$ cat config.mk
export PLATFORM = sky130hd
export DESIGN_NAME = text_width_measure_flat
export DESIGN_NICKNAME = d
export VERILOG_FILES = /design/src/rtl/twm_pkg.sv /design/src/rtl/twm_req_if.sv /design/src/rtl/twm_res_if.sv /design/src/rtl/text_width_measure.sv /design/src/flat_wrapper.sv
export SDC_FILE = /design/constraint.sdc
export NUM_CORES = 2
export LEC_CHECK = 0
export ABC_AREA = 1
export BUFFER_PORTS_ARGS = -buffer_cell sky130_fd_sc_hd__buf_2
export CELL_PAD_IN_SITES_DETAIL_PLACEMENT = 1
export CELL_PAD_IN_SITES_GLOBAL_PLACEMENT = 1
export CORE_MARGIN = 5
export CORE_UTILIZATION = 25
export CTS_BUF_LIST = sky130_fd_sc_hd__clkbuf_8
export CTS_CLUSTER_SIZE = 40
export DETAILED_ROUTE_END_ITERATION = 6
export GPL_TIMING_DRIVEN = 0
export PLACE_DENSITY = 0.5
export SLEW_MARGIN = 40
export SYNTH_ARGS = -nofsm -noshare
export SYNTH_HDL_FRONTEND = slang
export SYNTH_SLANG_ARGS = --single-unit
$ cat constraint.sdc
create_clock -name clk -period 3.2 [get_ports clk]
set_clock_uncertainty 0.15 [all_clocks]
set_input_delay 0.16 -clock clk [delete_from_list [all_inputs] [get_ports clk]]
set_output_delay 0.16 -clock clk [all_outputs]
set_load 0.05 [all_outputs]
$ cat src/rtl/twm_pkg.sv
// ----------------------------------------------------------------------------
// twm_pkg
// Shared types and constants of the text width measurement block.
// ----------------------------------------------------------------------------
package twm_pkg;

    localparam int GLYPH_SLOTS = 128;
    localparam int WIDTH_BITS  = 16;
    localparam int SLOT_BITS   = $clog2(GLYPH_SLOTS);

    localparam int TOTAL_BITS  = 31;
    localparam int HEIGHT_BITS = 16;
    localparam int CFG_DATA_BITS  = 16;
    localparam int CFG_INDEX_BITS = 1;

    // Request types.
    localparam logic [1:0] REQ_LOAD = 2'd0;
    localparam logic [1:0] REQ_BYTE = 2'd1;
    localparam logic [1:0] REQ_END  = 2'd2;

    // Configuration register indexes.
    localparam logic [CFG_INDEX_BITS-1:0] REG_SPACE_GAP    = 1'd0;
    localparam logic [CFG_INDEX_BITS-1:0] REG_GLYPH_HEIGHT = 1'd1;

    // Decoder modes.
    localparam logic [1:0] MODE_LEAD   = 2'd0;
    localparam logic [1:0] MODE_ACCENT = 2'd1;
    localparam logic [1:0] MODE_SKIP   = 2'd2;

    // Glyph index used for the width of a space.
    localparam logic [6:0] SPACE_GLYPH = 7'd8;

    typedef struct packed {
        logic [1:0]  req_type;
        logic [6:0]  glyph_slot;
        logic [15:0] width_value;
        logic [7:0]  text_byte;
    } req_t;

    typedef struct packed {
        logic [TOTAL_BITS-1:0]  text_width;
        logic [HEIGHT_BITS-1:0] text_height;
        logic                   width_saturated;
    } res_t;

    // Outcome of decoding one text byte.
    typedef struct packed {
        logic       hit;
        logic       space;
        logic [6:0] idx;
    } glyph_t;

endpackage

$ cat src/rtl/twm_req_if.sv
// ----------------------------------------------------------------------------
// twm_req_if
// Valid/ready channel that carries request items into the block.
// ----------------------------------------------------------------------------
interface twm_req_if
    import twm_pkg::*;
();
    logic valid;
    logic ready;
    req_t data;

    modport source (output valid, output data, input ready);
    modport sink   (input valid, input data, output ready);
endinterface

$ cat src/rtl/twm_res_if.sv
// ----------------------------------------------------------------------------
// twm_res_if
// Valid/ready channel that carries measurement result items out of the block.
// ----------------------------------------------------------------------------
interface twm_res_if
    import twm_pkg::*;
();
    logic valid;
    logic ready;
    res_t data;

    modport source (output valid, output data, input ready);
    modport sink   (input valid, input data, output ready);
endinterface

$ cat src/rtl/text_width_measure.sv
// ----------------------------------------------------------------------------
// text_width_measure
// Measures the pixel width of a byte string in a proportional font.
// ----------------------------------------------------------------------------
// Unless stalled, the block takes one item per clock cycle, whatever mix of
// table loads, text bytes and end-of-text items arrives. Load items write the
// glyph width table, a single-port synchronous RAM, and every entry that text
// will use must be loaded before it is measured. Text bytes are decoded as
// they are accepted: ASCII ranges, a 0xC3 prefix followed by an accented
// letter, a skipped 0xC2 pair, skipped three- and four-byte UTF-8 sequences,
// and a few Latin-1 capitals; unknown bytes are dropped. The decoded glyph
// index addresses the RAM in the accept cycle and, in the next cycle, the
// read width plus one pixel (or plus the space gap for a space) is added
// to a saturating 31-bit total. An end-of-text item, or a text byte of
// zero, passes the accumulate stage into the output register as one result
// holding the total less one (when positive), the configured font height
// and the saturation flag; the decoder clears on accept, the total when the
// result is loaded. The block keeps taking items while a result waits;
// input is held off only when a second end-of-text item reaches the
// accumulate stage before the previous result has been taken. The table
// needs no clearing after reset, so the block is ready at once.
// ----------------------------------------------------------------------------
module text_width_measure
    import twm_pkg::*;
(
    input  logic                      clk,
    input  logic                      rst_n,
    input  logic                      cfg_we,
    input  logic [CFG_INDEX_BITS-1:0] cfg_index,
    input  logic [CFG_DATA_BITS-1:0]  cfg_data,
    twm_req_if.sink                   req,
    twm_res_if.source                 res
);

    // ------------------------------------------------------------------
    // Byte decoding tables.
    // ------------------------------------------------------------------
    function automatic glyph_t decode_lead(input logic [7:0] b);
        glyph_t g;
        g.hit   = 1'b1;
        g.space = 1'b0;
        g.idx   = 7'd0;
        if (b == 8'd32) begin
            g.space = 1'b1;
            g.idx   = SPACE_GLYPH;
        end else if (b >= 8'd33 && b <= 8'd47) begin
            g.idx = 7'(b - 8'd33 + 8'd64);
        end else if (b >= 8'd48 && b <= 8'd57) begin
            g.idx = 7'(b - 8'd48 + 8'd27);
        end else if (b >= 8'd58 && b <= 8'd64) begin
            g.idx = 7'(b - 8'd58 + 8'd79);
        end else if (b >= 8'd65 && b <= 8'd78) begin
            g.idx = 7'(b - 8'd65);
        end else if (b >= 8'd79 && b <= 8'd90) begin
            g.idx = 7'(b - 8'd79 + 8'd15);
        end else if (b >= 8'd91 && b <= 8'd93) begin
            g.idx = 7'(b - 8'd91 + 8'd86);
        end else if (b >= 8'd97 && b <= 8'd110) begin
            g.idx = 7'(b - 8'd97 + 8'd37);
        end else if (b >= 8'd111 && b <= 8'd122) begin
            g.idx = 7'(b - 8'd111 + 8'd52);
        end else if (b >= 8'd123 && b <= 8'd125) begin
            g.idx = 7'(b - 8'd123 + 8'd89);
        end else begin
            case (b)
                8'hD1:   g.idx = 7'd14;
                8'hC1:   g.idx = 7'd0;
                8'hC9:   g.idx = 7'd4;
                8'hCD:   g.idx = 7'd8;
                8'hD3:   g.idx = 7'd15;
                8'hDA:   g.idx = 7'd20;
                8'hDC:   g.idx = 7'd20;
                default: g.hit = 1'b0;
            endcase
        end
        return g;
    endfunction

    function automatic glyph_t decode_accent(input logic [7:0] b);
        glyph_t g;
        g.hit   = 1'b1;
        g.space = 1'b0;
        g.idx   = 7'd0;
        case (b)
            8'hA1:   g.idx = 7'd92;
            8'hA9:   g.idx = 7'd93;
            8'hAD:   g.idx = 7'd94;
            8'hB3:   g.idx = 7'd95;
            8'hBA:   g.idx = 7'd96;
            8'hB1:   g.idx = 7'd51;
            8'h91:   g.idx = 7'd14;
            8'h81:   g.idx = 7'd0;
            8'h89:   g.idx = 7'd4;
            8'h8D:   g.idx = 7'd8;
            8'h93:   g.idx = 7'd15;
            8'h9A:   g.idx = 7'd20;
            8'h9C:   g.idx = 7'd20;
            8'hBC:   g.idx = 7'd58;
            default: g.hit = 1'b0;
        endcase
        return g;
    endfunction

    // ------------------------------------------------------------------
    // Configuration registers.
    // ------------------------------------------------------------------
    logic                   space_gap_reg;
    logic [HEIGHT_BITS-1:0] glyph_height_reg;

    always_ff @(posedge clk or negedge rst_n)
    begin
        if (!rst_n)
        begin
            space_gap_reg    <= 1'b1;
            glyph_height_reg <= '0;
        end
        else if (cfg_we)
        begin
            case (cfg_index)
                REG_SPACE_GAP:    space_gap_reg    <= cfg_data[0];
                REG_GLYPH_HEIGHT: glyph_height_reg <= cfg_data[HEIGHT_BITS-1:0];
                default:          ;
            endcase
        end
    end

    // ------------------------------------------------------------------
    // Accept stage: request classification and byte decoding.
    // ------------------------------------------------------------------
    logic       accept;
    logic       s1_go;
    logic       is_load;
    logic       is_byte;
    logic       is_end;
    logic [1:0] mode_reg, mode_next;
    logic [1:0] skip_reg, skip_next;
    glyph_t     glyph;

    assign accept  = req.valid && req.ready;
    assign is_load = (req.data.req_type == REQ_LOAD);
    assign is_byte = (req.data.req_type == REQ_BYTE) && (req.data.text_byte != 8'd0);
    assign is_end  = (req.data.req_type == REQ_END) ||
                     ((req.data.req_type == REQ_BYTE) && (req.data.text_byte == 8'd0));

    always_comb
    begin
        mode_next = mode_reg;
        skip_next = skip_reg;
        glyph     = '0;
        if (accept && is_end)
        begin
            mode_next = MODE_LEAD;
            skip_next = 2'd0;
        end
        else if (accept && is_byte)
        begin
            case (mode_reg)
                MODE_ACCENT:
                begin
                    mode_next = MODE_LEAD;
                    glyph     = decode_accent(req.data.text_byte);
                end
                MODE_SKIP:
                begin
                    skip_next = skip_reg - 2'd1;
                    if (skip_next == 2'd0)
                    begin
                        mode_next = MODE_LEAD;
                    end
                end
                default:
                begin
                    if (req.data.text_byte == 8'hC3)
                    begin
                        mode_next = MODE_ACCENT;
                    end
                    else if (req.data.text_byte == 8'hC2)
                    begin
                        mode_next = MODE_SKIP;
                        skip_next = 2'd1;
                    end
                    else if (req.data.text_byte[7:5] == 3'b111)
                    begin
                        // Three- and four-byte sequences skip their tail.
                        mode_next = MODE_SKIP;
                        skip_next = req.data.text_byte[4] ? 2'd3 : 2'd2;
                    end
                    else
                    begin
                        glyph = decode_lead(req.data.text_byte);
                    end
                end
            endcase
        end
    end

    always_ff @(posedge clk or negedge rst_n)
    begin
        if (!rst_n)
        begin
            mode_reg <= MODE_LEAD;
            skip_reg <= 2'd0;
        end
        else
        begin
            mode_reg <= mode_next;
            skip_reg <= skip_next;
        end
    end

    // ------------------------------------------------------------------
    // Glyph width memory: one write or one read per cycle.
    // ------------------------------------------------------------------
    logic [WIDTH_BITS-1:0] width_mem [GLYPH_SLOTS];
    logic [WIDTH_BITS-1:0] rd_data_reg;
    logic                  mem_we;
    logic                  mem_re;

    assign mem_we = accept && is_load && (32'(req.data.glyph_slot) < GLYPH_SLOTS);
    assign mem_re = accept && glyph.hit;

    always_ff @(posedge clk)
    begin
        if (mem_we)
        begin
            width_mem[SLOT_BITS'(req.data.glyph_slot)] <=
                req.data.width_value[WIDTH_BITS-1:0];
        end
        if (mem_re)
        begin
            rd_data_reg <= width_mem[SLOT_BITS'(glyph.idx)];
        end
    end

    // ------------------------------------------------------------------
    // Accumulate stage.
    // ------------------------------------------------------------------
    logic                  s1_add_reg, s1_add_next;
    logic                  s1_space_reg, s1_space_next;
    logic                  s1_end_reg, s1_end_next;
    logic [TOTAL_BITS-1:0] total_reg, total_next;
    logic                  sat_reg, sat_next;
    logic                  out_valid_reg, out_valid_next;
    res_t                  out_data_reg, out_data_next;
    logic [TOTAL_BITS:0]   sum;

    // The stage stalls only when it holds an end item and the previous
    // result has not been taken.
    assign s1_go     = !(s1_end_reg && out_valid_reg && !res.ready);
    assign req.ready = s1_go;

    assign sum = {1'b0, total_reg} + (TOTAL_BITS + 1)'(rd_data_reg)
               + (TOTAL_BITS + 1)'(s1_space_reg ? space_gap_reg : 1'b1);

    always_comb
    begin
        s1_add_next    = s1_add_reg;
        s1_space_next  = s1_space_reg;
        s1_end_next    = s1_end_reg;
        total_next     = total_reg;
        sat_next       = sat_reg;
        out_valid_next = out_valid_reg && !res.ready;
        out_data_next  = out_data_reg;
        if (s1_go)
        begin
            s1_add_next   = mem_re;
            s1_space_next = glyph.space;
            s1_end_next   = accept && is_end;
            if (s1_end_reg)
            begin
                out_valid_next                = 1'b1;
                out_data_next.text_width      = (total_reg != '0) ? total_reg - 1'b1 : '0;
                out_data_next.text_height     = glyph_height_reg;
                out_data_next.width_saturated = sat_reg;
                total_next                    = '0;
                sat_next                      = 1'b0;
            end
            else if (s1_add_reg)
            begin
                if (sum >= {1'b0, {TOTAL_BITS{1'b1}}})
                begin
                    total_next = '1;
                    sat_next   = 1'b1;
                end
                else
                begin
                    total_next = sum[TOTAL_BITS-1:0];
                end
            end
        end
    end

    always_ff @(posedge clk or negedge rst_n)
    begin
        if (!rst_n)
        begin
            s1_add_reg    <= 1'b0;
            s1_end_reg    <= 1'b0;
            total_reg     <= '0;
            sat_reg       <= 1'b0;
            out_valid_reg <= 1'b0;
        end
        else
        begin
            s1_add_reg    <= s1_add_next;
            s1_end_reg    <= s1_end_next;
            total_reg     <= total_next;
            sat_reg       <= sat_next;
            out_valid_reg <= out_valid_next;
        end
    end

    always_ff @(posedge clk)
    begin
        s1_space_reg <= s1_space_next;
        out_data_reg <= out_data_next;
    end

    assign res.valid = out_valid_reg;
    assign res.data  = out_data_reg;

endmodule

$ cat src/flat_wrapper.sv
// flat-port wrapper written by rule: the top's interface ports become plain ports
module text_width_measure_flat import twm_pkg::*;
  (clk, rst_n, cfg_we, cfg_index, cfg_data, req_valid, req_data, req_ready, res_valid, res_data, res_ready);
  twm_req_if req_i ();
  twm_res_if res_i ();
  input  logic clk;
  input  logic rst_n;
  input  logic cfg_we;
  input  logic [CFG_INDEX_BITS-1:0] cfg_index;
  input  logic [CFG_DATA_BITS-1:0] cfg_data;
  input wire logic [$bits(req_i.valid)-1:0] req_valid;
  input wire logic [$bits(req_i.data)-1:0] req_data;
  output wire logic [$bits(req_i.ready)-1:0] req_ready;
  output wire logic [$bits(res_i.valid)-1:0] res_valid;
  output wire logic [$bits(res_i.data)-1:0] res_data;
  input wire logic [$bits(res_i.ready)-1:0] res_ready;
  assign req_i.valid = req_valid;
  assign req_i.data = req_data;
  assign req_ready = req_i.ready;
  assign res_valid = res_i.valid;
  assign res_data = res_i.data;
  assign res_i.ready = res_ready;
  text_width_measure u_core (.clk(clk), .rst_n(rst_n), .cfg_we(cfg_we), .cfg_index(cfg_index), .cfg_data(cfg_data), .req(req_i), .res(res_i));
endmodule
Yosys cells after proc, flatten, opt, wreduce, memory -nomap -nowiden

Memories as Yosys holds them, arrays and structs flattened. A register that Yosys moved wholly into a read port is not among the register bits.
Cells that the tools add are included.
W data, S select, Z words.

Bitwise operators: 3
Equal/unequal tests: 32
Muxes and demuxes: 56
Add/sub/neg operators: 21
Reduce and logical (&&, ||, !) cells: 44
$lt $le $gt $ge: 19

Operators by type and width:

| operator                | count |
|---|---|
| $eq A8 B8 Y1 const B    | 23 |
| $mux W31                | 3 |
| $pmux W7 S12            | 1 |
| $mux W7                 | 10 |
| $le A8 B7 Y1 const B    | 7 |
| $ge A8 B7 Y1 const B    | 6 |
| $mux W9                 | 5 |
| $sub A7 B7 Y7 const B   | 6 |
| $add A31 B16 Y32        | 1 |
| $add A32 B32 Y32        | 1 |
| $ge A32 B31 Y1 const B  | 1 |
| $reduce_bool A31 Y1     | 1 |
| $sub A31 B1 Y31 const B | 1 |
| $add A7 B7 Y7 const B   | 4 |
| $pmux W5 S5             | 1 |
| $ge A8 B6 Y1 const B    | 3 |
| $mux W1                 | 22 |
| $mux W2                 | 11 |
| $sub A7 B6 Y7 const B   | 3 |
| $logic_and A1 B1 Y1     | 19 |
| $pmux W9 S2             | 1 |
| $le A8 B6 Y1 const B    | 2 |
| $add A7 B6 Y7 const B   | 2 |
| $reduce_or A14 Y1       | 1 |
| 25 further kinds        | 40 |

Logic and storage cells: 189
RAM bits: 2048
Bits of input ports: 55
Register bits: 105
Output and inout bits: 50
Memories: 1

Memory list:

| memory           | depth | width | rd ports | clocked after memory_dff | write ports | line                      | source |
|---|---|---|---|---|---|---|---|
| u_core.width_mem | 128   | 16    | 1        | 1                        | 1           | text_width_measure.sv:214 | `logic [WIDTH_BITS-1:0] width_mem [GLYPH_SLOTS];` |

Depth between registers and ports, before layout

Depth in word-level cells: 20
Gate-level depth with buffers: 31

Worst setup path before layout

No wires, ideal clock.

Kind: register to register
From: register u_core.space_gap_reg
To: register u_core.total_reg[28]
Data required time: 2.973 ns
Setup slack: -0.378 ns
Stages on the path, launching flop included: 20
Arrival time: 3.351 ns
Period minus slack after synthesis: 3.578 ns
Path buffers: 1
Cell sequence: dfstp_2 -> nor2_1 -> fa_1 -> fa_1 -> nand3b_1 -> nand2_1 -> a21oi_1 -> o21ai_0 -> a21boi_0 -> nor2_1 -> nand3_1 -> xor2_1 -> inv_1 -> nand3_1 -> nor2_1 -> nand3_1 -> nand2_1 -> clkbuf_1 -> o21ai_0 -> o21ai_1

Cells in the longest elaborated chain, start to end: 6

RTL lines:

| what                   | line                      | source |
|---|---|---|
| start, declared        | text_width_measure.sv:107 | `logic space_gap_reg;` |
| start signal, assigned | text_width_measure.sv:120 | `REG_SPACE_GAP: space_gap_reg <= cfg_data[0];` |
| $mux W1 *              | text_width_measure.sv:253 | `+ (TOTAL_BITS + 1)'(s1_space_reg ? space_gap_reg : 1'b1);` |
| $add A32 B32 Y32 *     | text_width_measure.sv:253 |  |
| $ge A32 B31 Y1         | text_width_measure.sv:280 | `if (sum >= {1'b0, {TOTAL_BITS{1'b1}}})` |
| $mux W31 *             | text_width_measure.sv:280 |  |
| $mux W31 *             | text_width_measure.sv:278 | `else if (s1_add_reg)` |
| $mux W31 *             | text_width_measure.sv:269 | `if (s1_end_reg)` |
| end signal, assigned   | text_width_measure.sv:307 | `total_reg <= total_next;` |
| end, declared          | text_width_measure.sv:241 | `logic [TOTAL_BITS-1:0] total_reg, total_next;` |

Every way passes the cells marked *; elsewhere a longest branch is shown, timed or not. The select of a mux whose other input is x is not followed.
A chain may end at the register's enable or synchronous reset.

Worst setup path after layout

From: register u_core.mode_reg[1]
To: register u_core.rd_data_reg[1], read port of u_core.width_mem (data pin)

Cells in the longest elaborated chain, start to end: 5
Elaborated cells on any way between the ends: 6
Those cells by class: eq/ne (2); mux (3); reduce/logical (1)

RTL lines:

| what                                                | line                      | source |
|---|---|---|
| start, declared                                     | text_width_measure.sv:135 | `logic [1:0] mode_reg, mode_next;` |
| start signal, assigned                              | text_width_measure.sv:206 | `mode_reg <= mode_next;` |
| $eq A2 B2 Y1 / $eq A2 B1 Y1 (equally long branches) | text_width_measure.sv:157 | `case (mode_reg)` |
| $pmux W9 S2 *                                       | text_width_measure.sv:157 |  |
| $mux W9 *                                           | text_width_measure.sv:155 | `else if (accept && is_byte)` |
| $mux W9 *                                           | text_width_measure.sv:150 | `if (accept && is_end)` |
| $logic_and A1 B1 Y1                                 | text_width_measure.sv:220 | `assign mem_re = accept && glyph.hit;` |
| end, declared                                       | text_width_measure.sv:215 | `logic [WIDTH_BITS-1:0] rd_data_reg;` |

Every way passes the cells marked *; elsewhere a longest branch is shown, timed or not.

==> run_results.csv <==
group,metric,value,unit
grt,grt_use_total,23.3,%
synthesis,yosys_most_used_dff,"edfxtp_1",
critical_path,crit_slowest_cell,"dfrtp_1",
cts,clock-sinks,2169,
critical_path,worstPathRequired,3830,ps
critical_path,cp_max_fo,10,
status,violations,"setup timing",
cts,cts.path.max_buffers,4,
power,p_leak,46.7,nW
grt,grt_pass1_wl,629000,um
cts,tritoncts,"done",
timing,fin_crit,3710,ps
status,status,"finished with violations",
critical_path,crit_chain,"ha_4 > nand2_4 > nor2_4 > nand2_4 > a21oi_2 > nand2_2 > a21oi_4 > buf_12 > buf_12 > buf_16 > buf_8 > nand3_1 > nand3_2 > nand2_1 > nand2_1 > nand3_1 > nand3_1 > nand2_2 > nand2_1 > nand2_4",
synthesis,ys_seq_area_share,69.3,%
cts,numCtsBuffers,386,
cells_and_area,largest_register_ffs,2048,
grt,grt_pass1_vias,74200,
floorplan,dieHeight,622,um
synthesis,synthCells,8624,
synthesis,avgSynthCellArea,10.8,sq um
cells_and_area,stdcell_area,0.125,sq mm
timing,hold_viol,0,
placed_design,port_buffers,101,
floorplan,dieWidth,622,um
critical_path,r2r-start,"u_core.mode_reg[1]",
cells_and_area,final_core_util,33.5,%
worst_hold_path,hold_path.class,"in -> reg",
cells_and_area,layout_commonest_cell,"nand2_1",
timing,final-setup-viol-count,48,
floorplan,start_util,25.1,%
flow_run,drv_cap,0,
cells_and_area,num-fill-cells,40400,
critical_path,start_kind,"flip-flop",
timing,final_max_slew_viol_count,0,
synthesis,netlist_area,0.0935,sq mm
cts,cts_root_buf,"clkbuf_8",
worst_hold_path,hp-start,"res_ready",
synthesis,yosysTopAreaCell,"edfxtp_1",
routing,drt_iter0_markers,8536,
timing,fmax,269,MHz
synthesis,ys_seq_elements,2169,
cells_and_area,drive_gt1_share,25.5,%
cells_and_area,area_growth,33.4,%
critical_path,arrival,4340,ps
routing,vias,74500,
critical_path,crit_type,"reg -> reg",
grt,grt_overflow_total,0,
floorplan,die-area,0.386,sq mm
grt,antenna_found_initial,23,
floorplan,ioPinCount,105,
floorplan,num_rows,224,
timing,worst_pin_slew,906,ps
placed_design,dp_hpwl,337000,um
routing,post_drt_via_cell_ratio,5.01,
synthesis,synth_cell_types,47,
power,ir_drop,0.360,mV
routing,ant_nets,0,
floorplan,core_area,0.372,sq mm
routing,dr.pass1.iters,5,
critical_path,endpoint_kind,"flip-flop",
placed_design,dp_slack,-3380,ps
timing,period_share,116,%
grt,grt_max_degree,61,
synthesis,synth_enable_flop_cells,2113,
timing,rsz0062_at_grt,"true",
cells_and_area,layout_common_cells,"nand2_1 (2867), edfxtp_1 (2113), nand3_1 (1482), clkbuf_8 (423), nand3_2 (302)",
synthesis,synth_area_leaders,"edfxtp_1 (68%), nand2_1 (13%), nand3_1 (11%), buf_2 (1.5%), dfrtp_1 (1.5%)",
synthesis,syn-num-nets,8715,
timing,fin_ws,-511,ps
critical_path,critPathMaxStageDelay,440,ps
routing,drt_wl_total,473000,um
synthesis,yosysWarnings,0,
cells_and_area,finalNetCount,9672,
placed_design,dpl_cell_area,0.105,sq mm
cts,htreeDepth,5,
timing,max_slew_margin,39.4,%
cts,cts.clk_slew.worst_paths,60,ps
power,power_density,520,mW/mm^2
cts,clock_latency,1150,ps
timing,tns,-20090,ps
placed_design,gp_congestion,0.979,
synthesis,synth_top_cell_area_share,67.8,%
synthesis,ys_async_sr_fraction,2.58,%
routing,wl_per_cell,31.8,um
routing,drc,0,
critical_path,cp-startpoint,"u_core.mode_reg[1]",
## critical path: cells and delay by family (launching register included)
| family | cells | cell delay (ps) |
|---|---|---|
| AO/OA/AOI/OAI | 2 | 320 |
| flip-flops | 1 | 440 |
| adder cells (fa/ha/maj) | 1 | 310 |
| buffers and inverters | 4 | 700 |
| AND/OR/NAND/NOR | 13 | 1470 |
## power breakdown
part / total (mW) / internal, mW / switching [mW] / leakage [nW]
sequential: 31.7 / 31.5 / 0.183 / 19.7
combinational: 8.79 / 2.60 / 6.19 / 22.9
clock: 24.4 / 11.9 / 12.5 / 4.01
## Yosys cell counts (all sizes together), types with 3 or more instances
cell / n
nand4: 18
o21ai: 89
dfrtp: 55
o41ai: 5
edfxtp: 2113
o22ai: 4
mux2: 15
nand3: 2013
ha: 34
xnor2: 10
nor2: 242
o211ai: 3
nor3: 22
inv: 151
a31oi: 5
a21boi: 3
nand2: 3171
nand3b: 5
buf: 378
nor4: 8
xor2: 38
clkbuf: 168
a21oi: 61
## repair_timing
action                                  in CTS  in global routing
gates resized for setup                   1497                620
gates cloned                                19                 15
setup buffers                               70                 69
endpoints found under the setup margin    2106                622
pin swaps                                  132                209
hold buffers                               136                  1
hold endpoints to repair                  2764                  1
## layer usage
| layer | vias to the layer above | global-route usage, % | routed length [um] |
|---|---|---|---|
| li1 | 32100 | - | - |
| met3 | 718 | 4.04 | 35400 |
| met1 | 38600 | 31.6 | 201000 |
| met4 | 2 | 9.85 | 23000 |
| met2 | 3079 | 36.8 | 213000 |
| met5 | - | 0 | 13 |
## path summary, 6_finish.rpt
| check | slack [ps] | cells after the start | to |
|---|---|---|---|
| worst max-delay path | -510 | 20 | u_core.rd_data_reg[1] |
| worst min-delay path | 120 | 8 | u_core.s1_end_reg |
| worst max register to register | -510 | 20 | u_core.rd_data_reg[1] |
| worst min register to register | 270 | 0 | u_core.res.data[6] |
| max in group asynchronous | 1980 | 5 | u_core.space_gap_reg |
| min in group asynchronous | 600 | 5 | u_core.glyph_height_reg[12] |
## area by class of cell
| cell class | count | area, sq um | area share (%) |
|---|---|---|---|
| timing repair buffer | 574 | 8560 | 6.86 |
| inverter | 151 | 601 | 0.481 |
| sequential | 2169 | 64900 | 52.0 |
| antenna | 11 | 27.5 | 0.0221 |
| tap | 4972 | 6220 | 4.99 |
| buffer | 541 | 5360 | 4.29 |
| multi-input combinational | 5758 | 32200 | 25.8 |
| clock inverter | 298 | 1530 | 1.22 |
| clock buffer | 393 | 5410 | 4.33 |
## cell families after synthesis
logic type	after synthesis	share of synthesized area (%)
xor gates and xnor gates	48	0.449
buffers and inverters	697	3.61
AOI/OAI and AO/OA	176	1.03
DFF	2169	69.3
muxes	15	0.181
and+or+nand+nor	5483	24.9
adders and majority gates	36	0.498
## metrics by stage
| step | power [mW] | cells | hold slack [ps] |
|---|---|---|---|
| finish | 64.9 | 14900 | 118 |
| floorplan | 35.6 | 8624 | -286 |
| detailed placement | 39.2 | 13900 | 132 |
| CTS | 64.7 | 14800 | 18.1 |
| global route | 67.0 | 14900 | 161 |
| global placement | 39.0 | 13700 | 205 |
No activity file was read; power rests on OpenSTA's default activity.
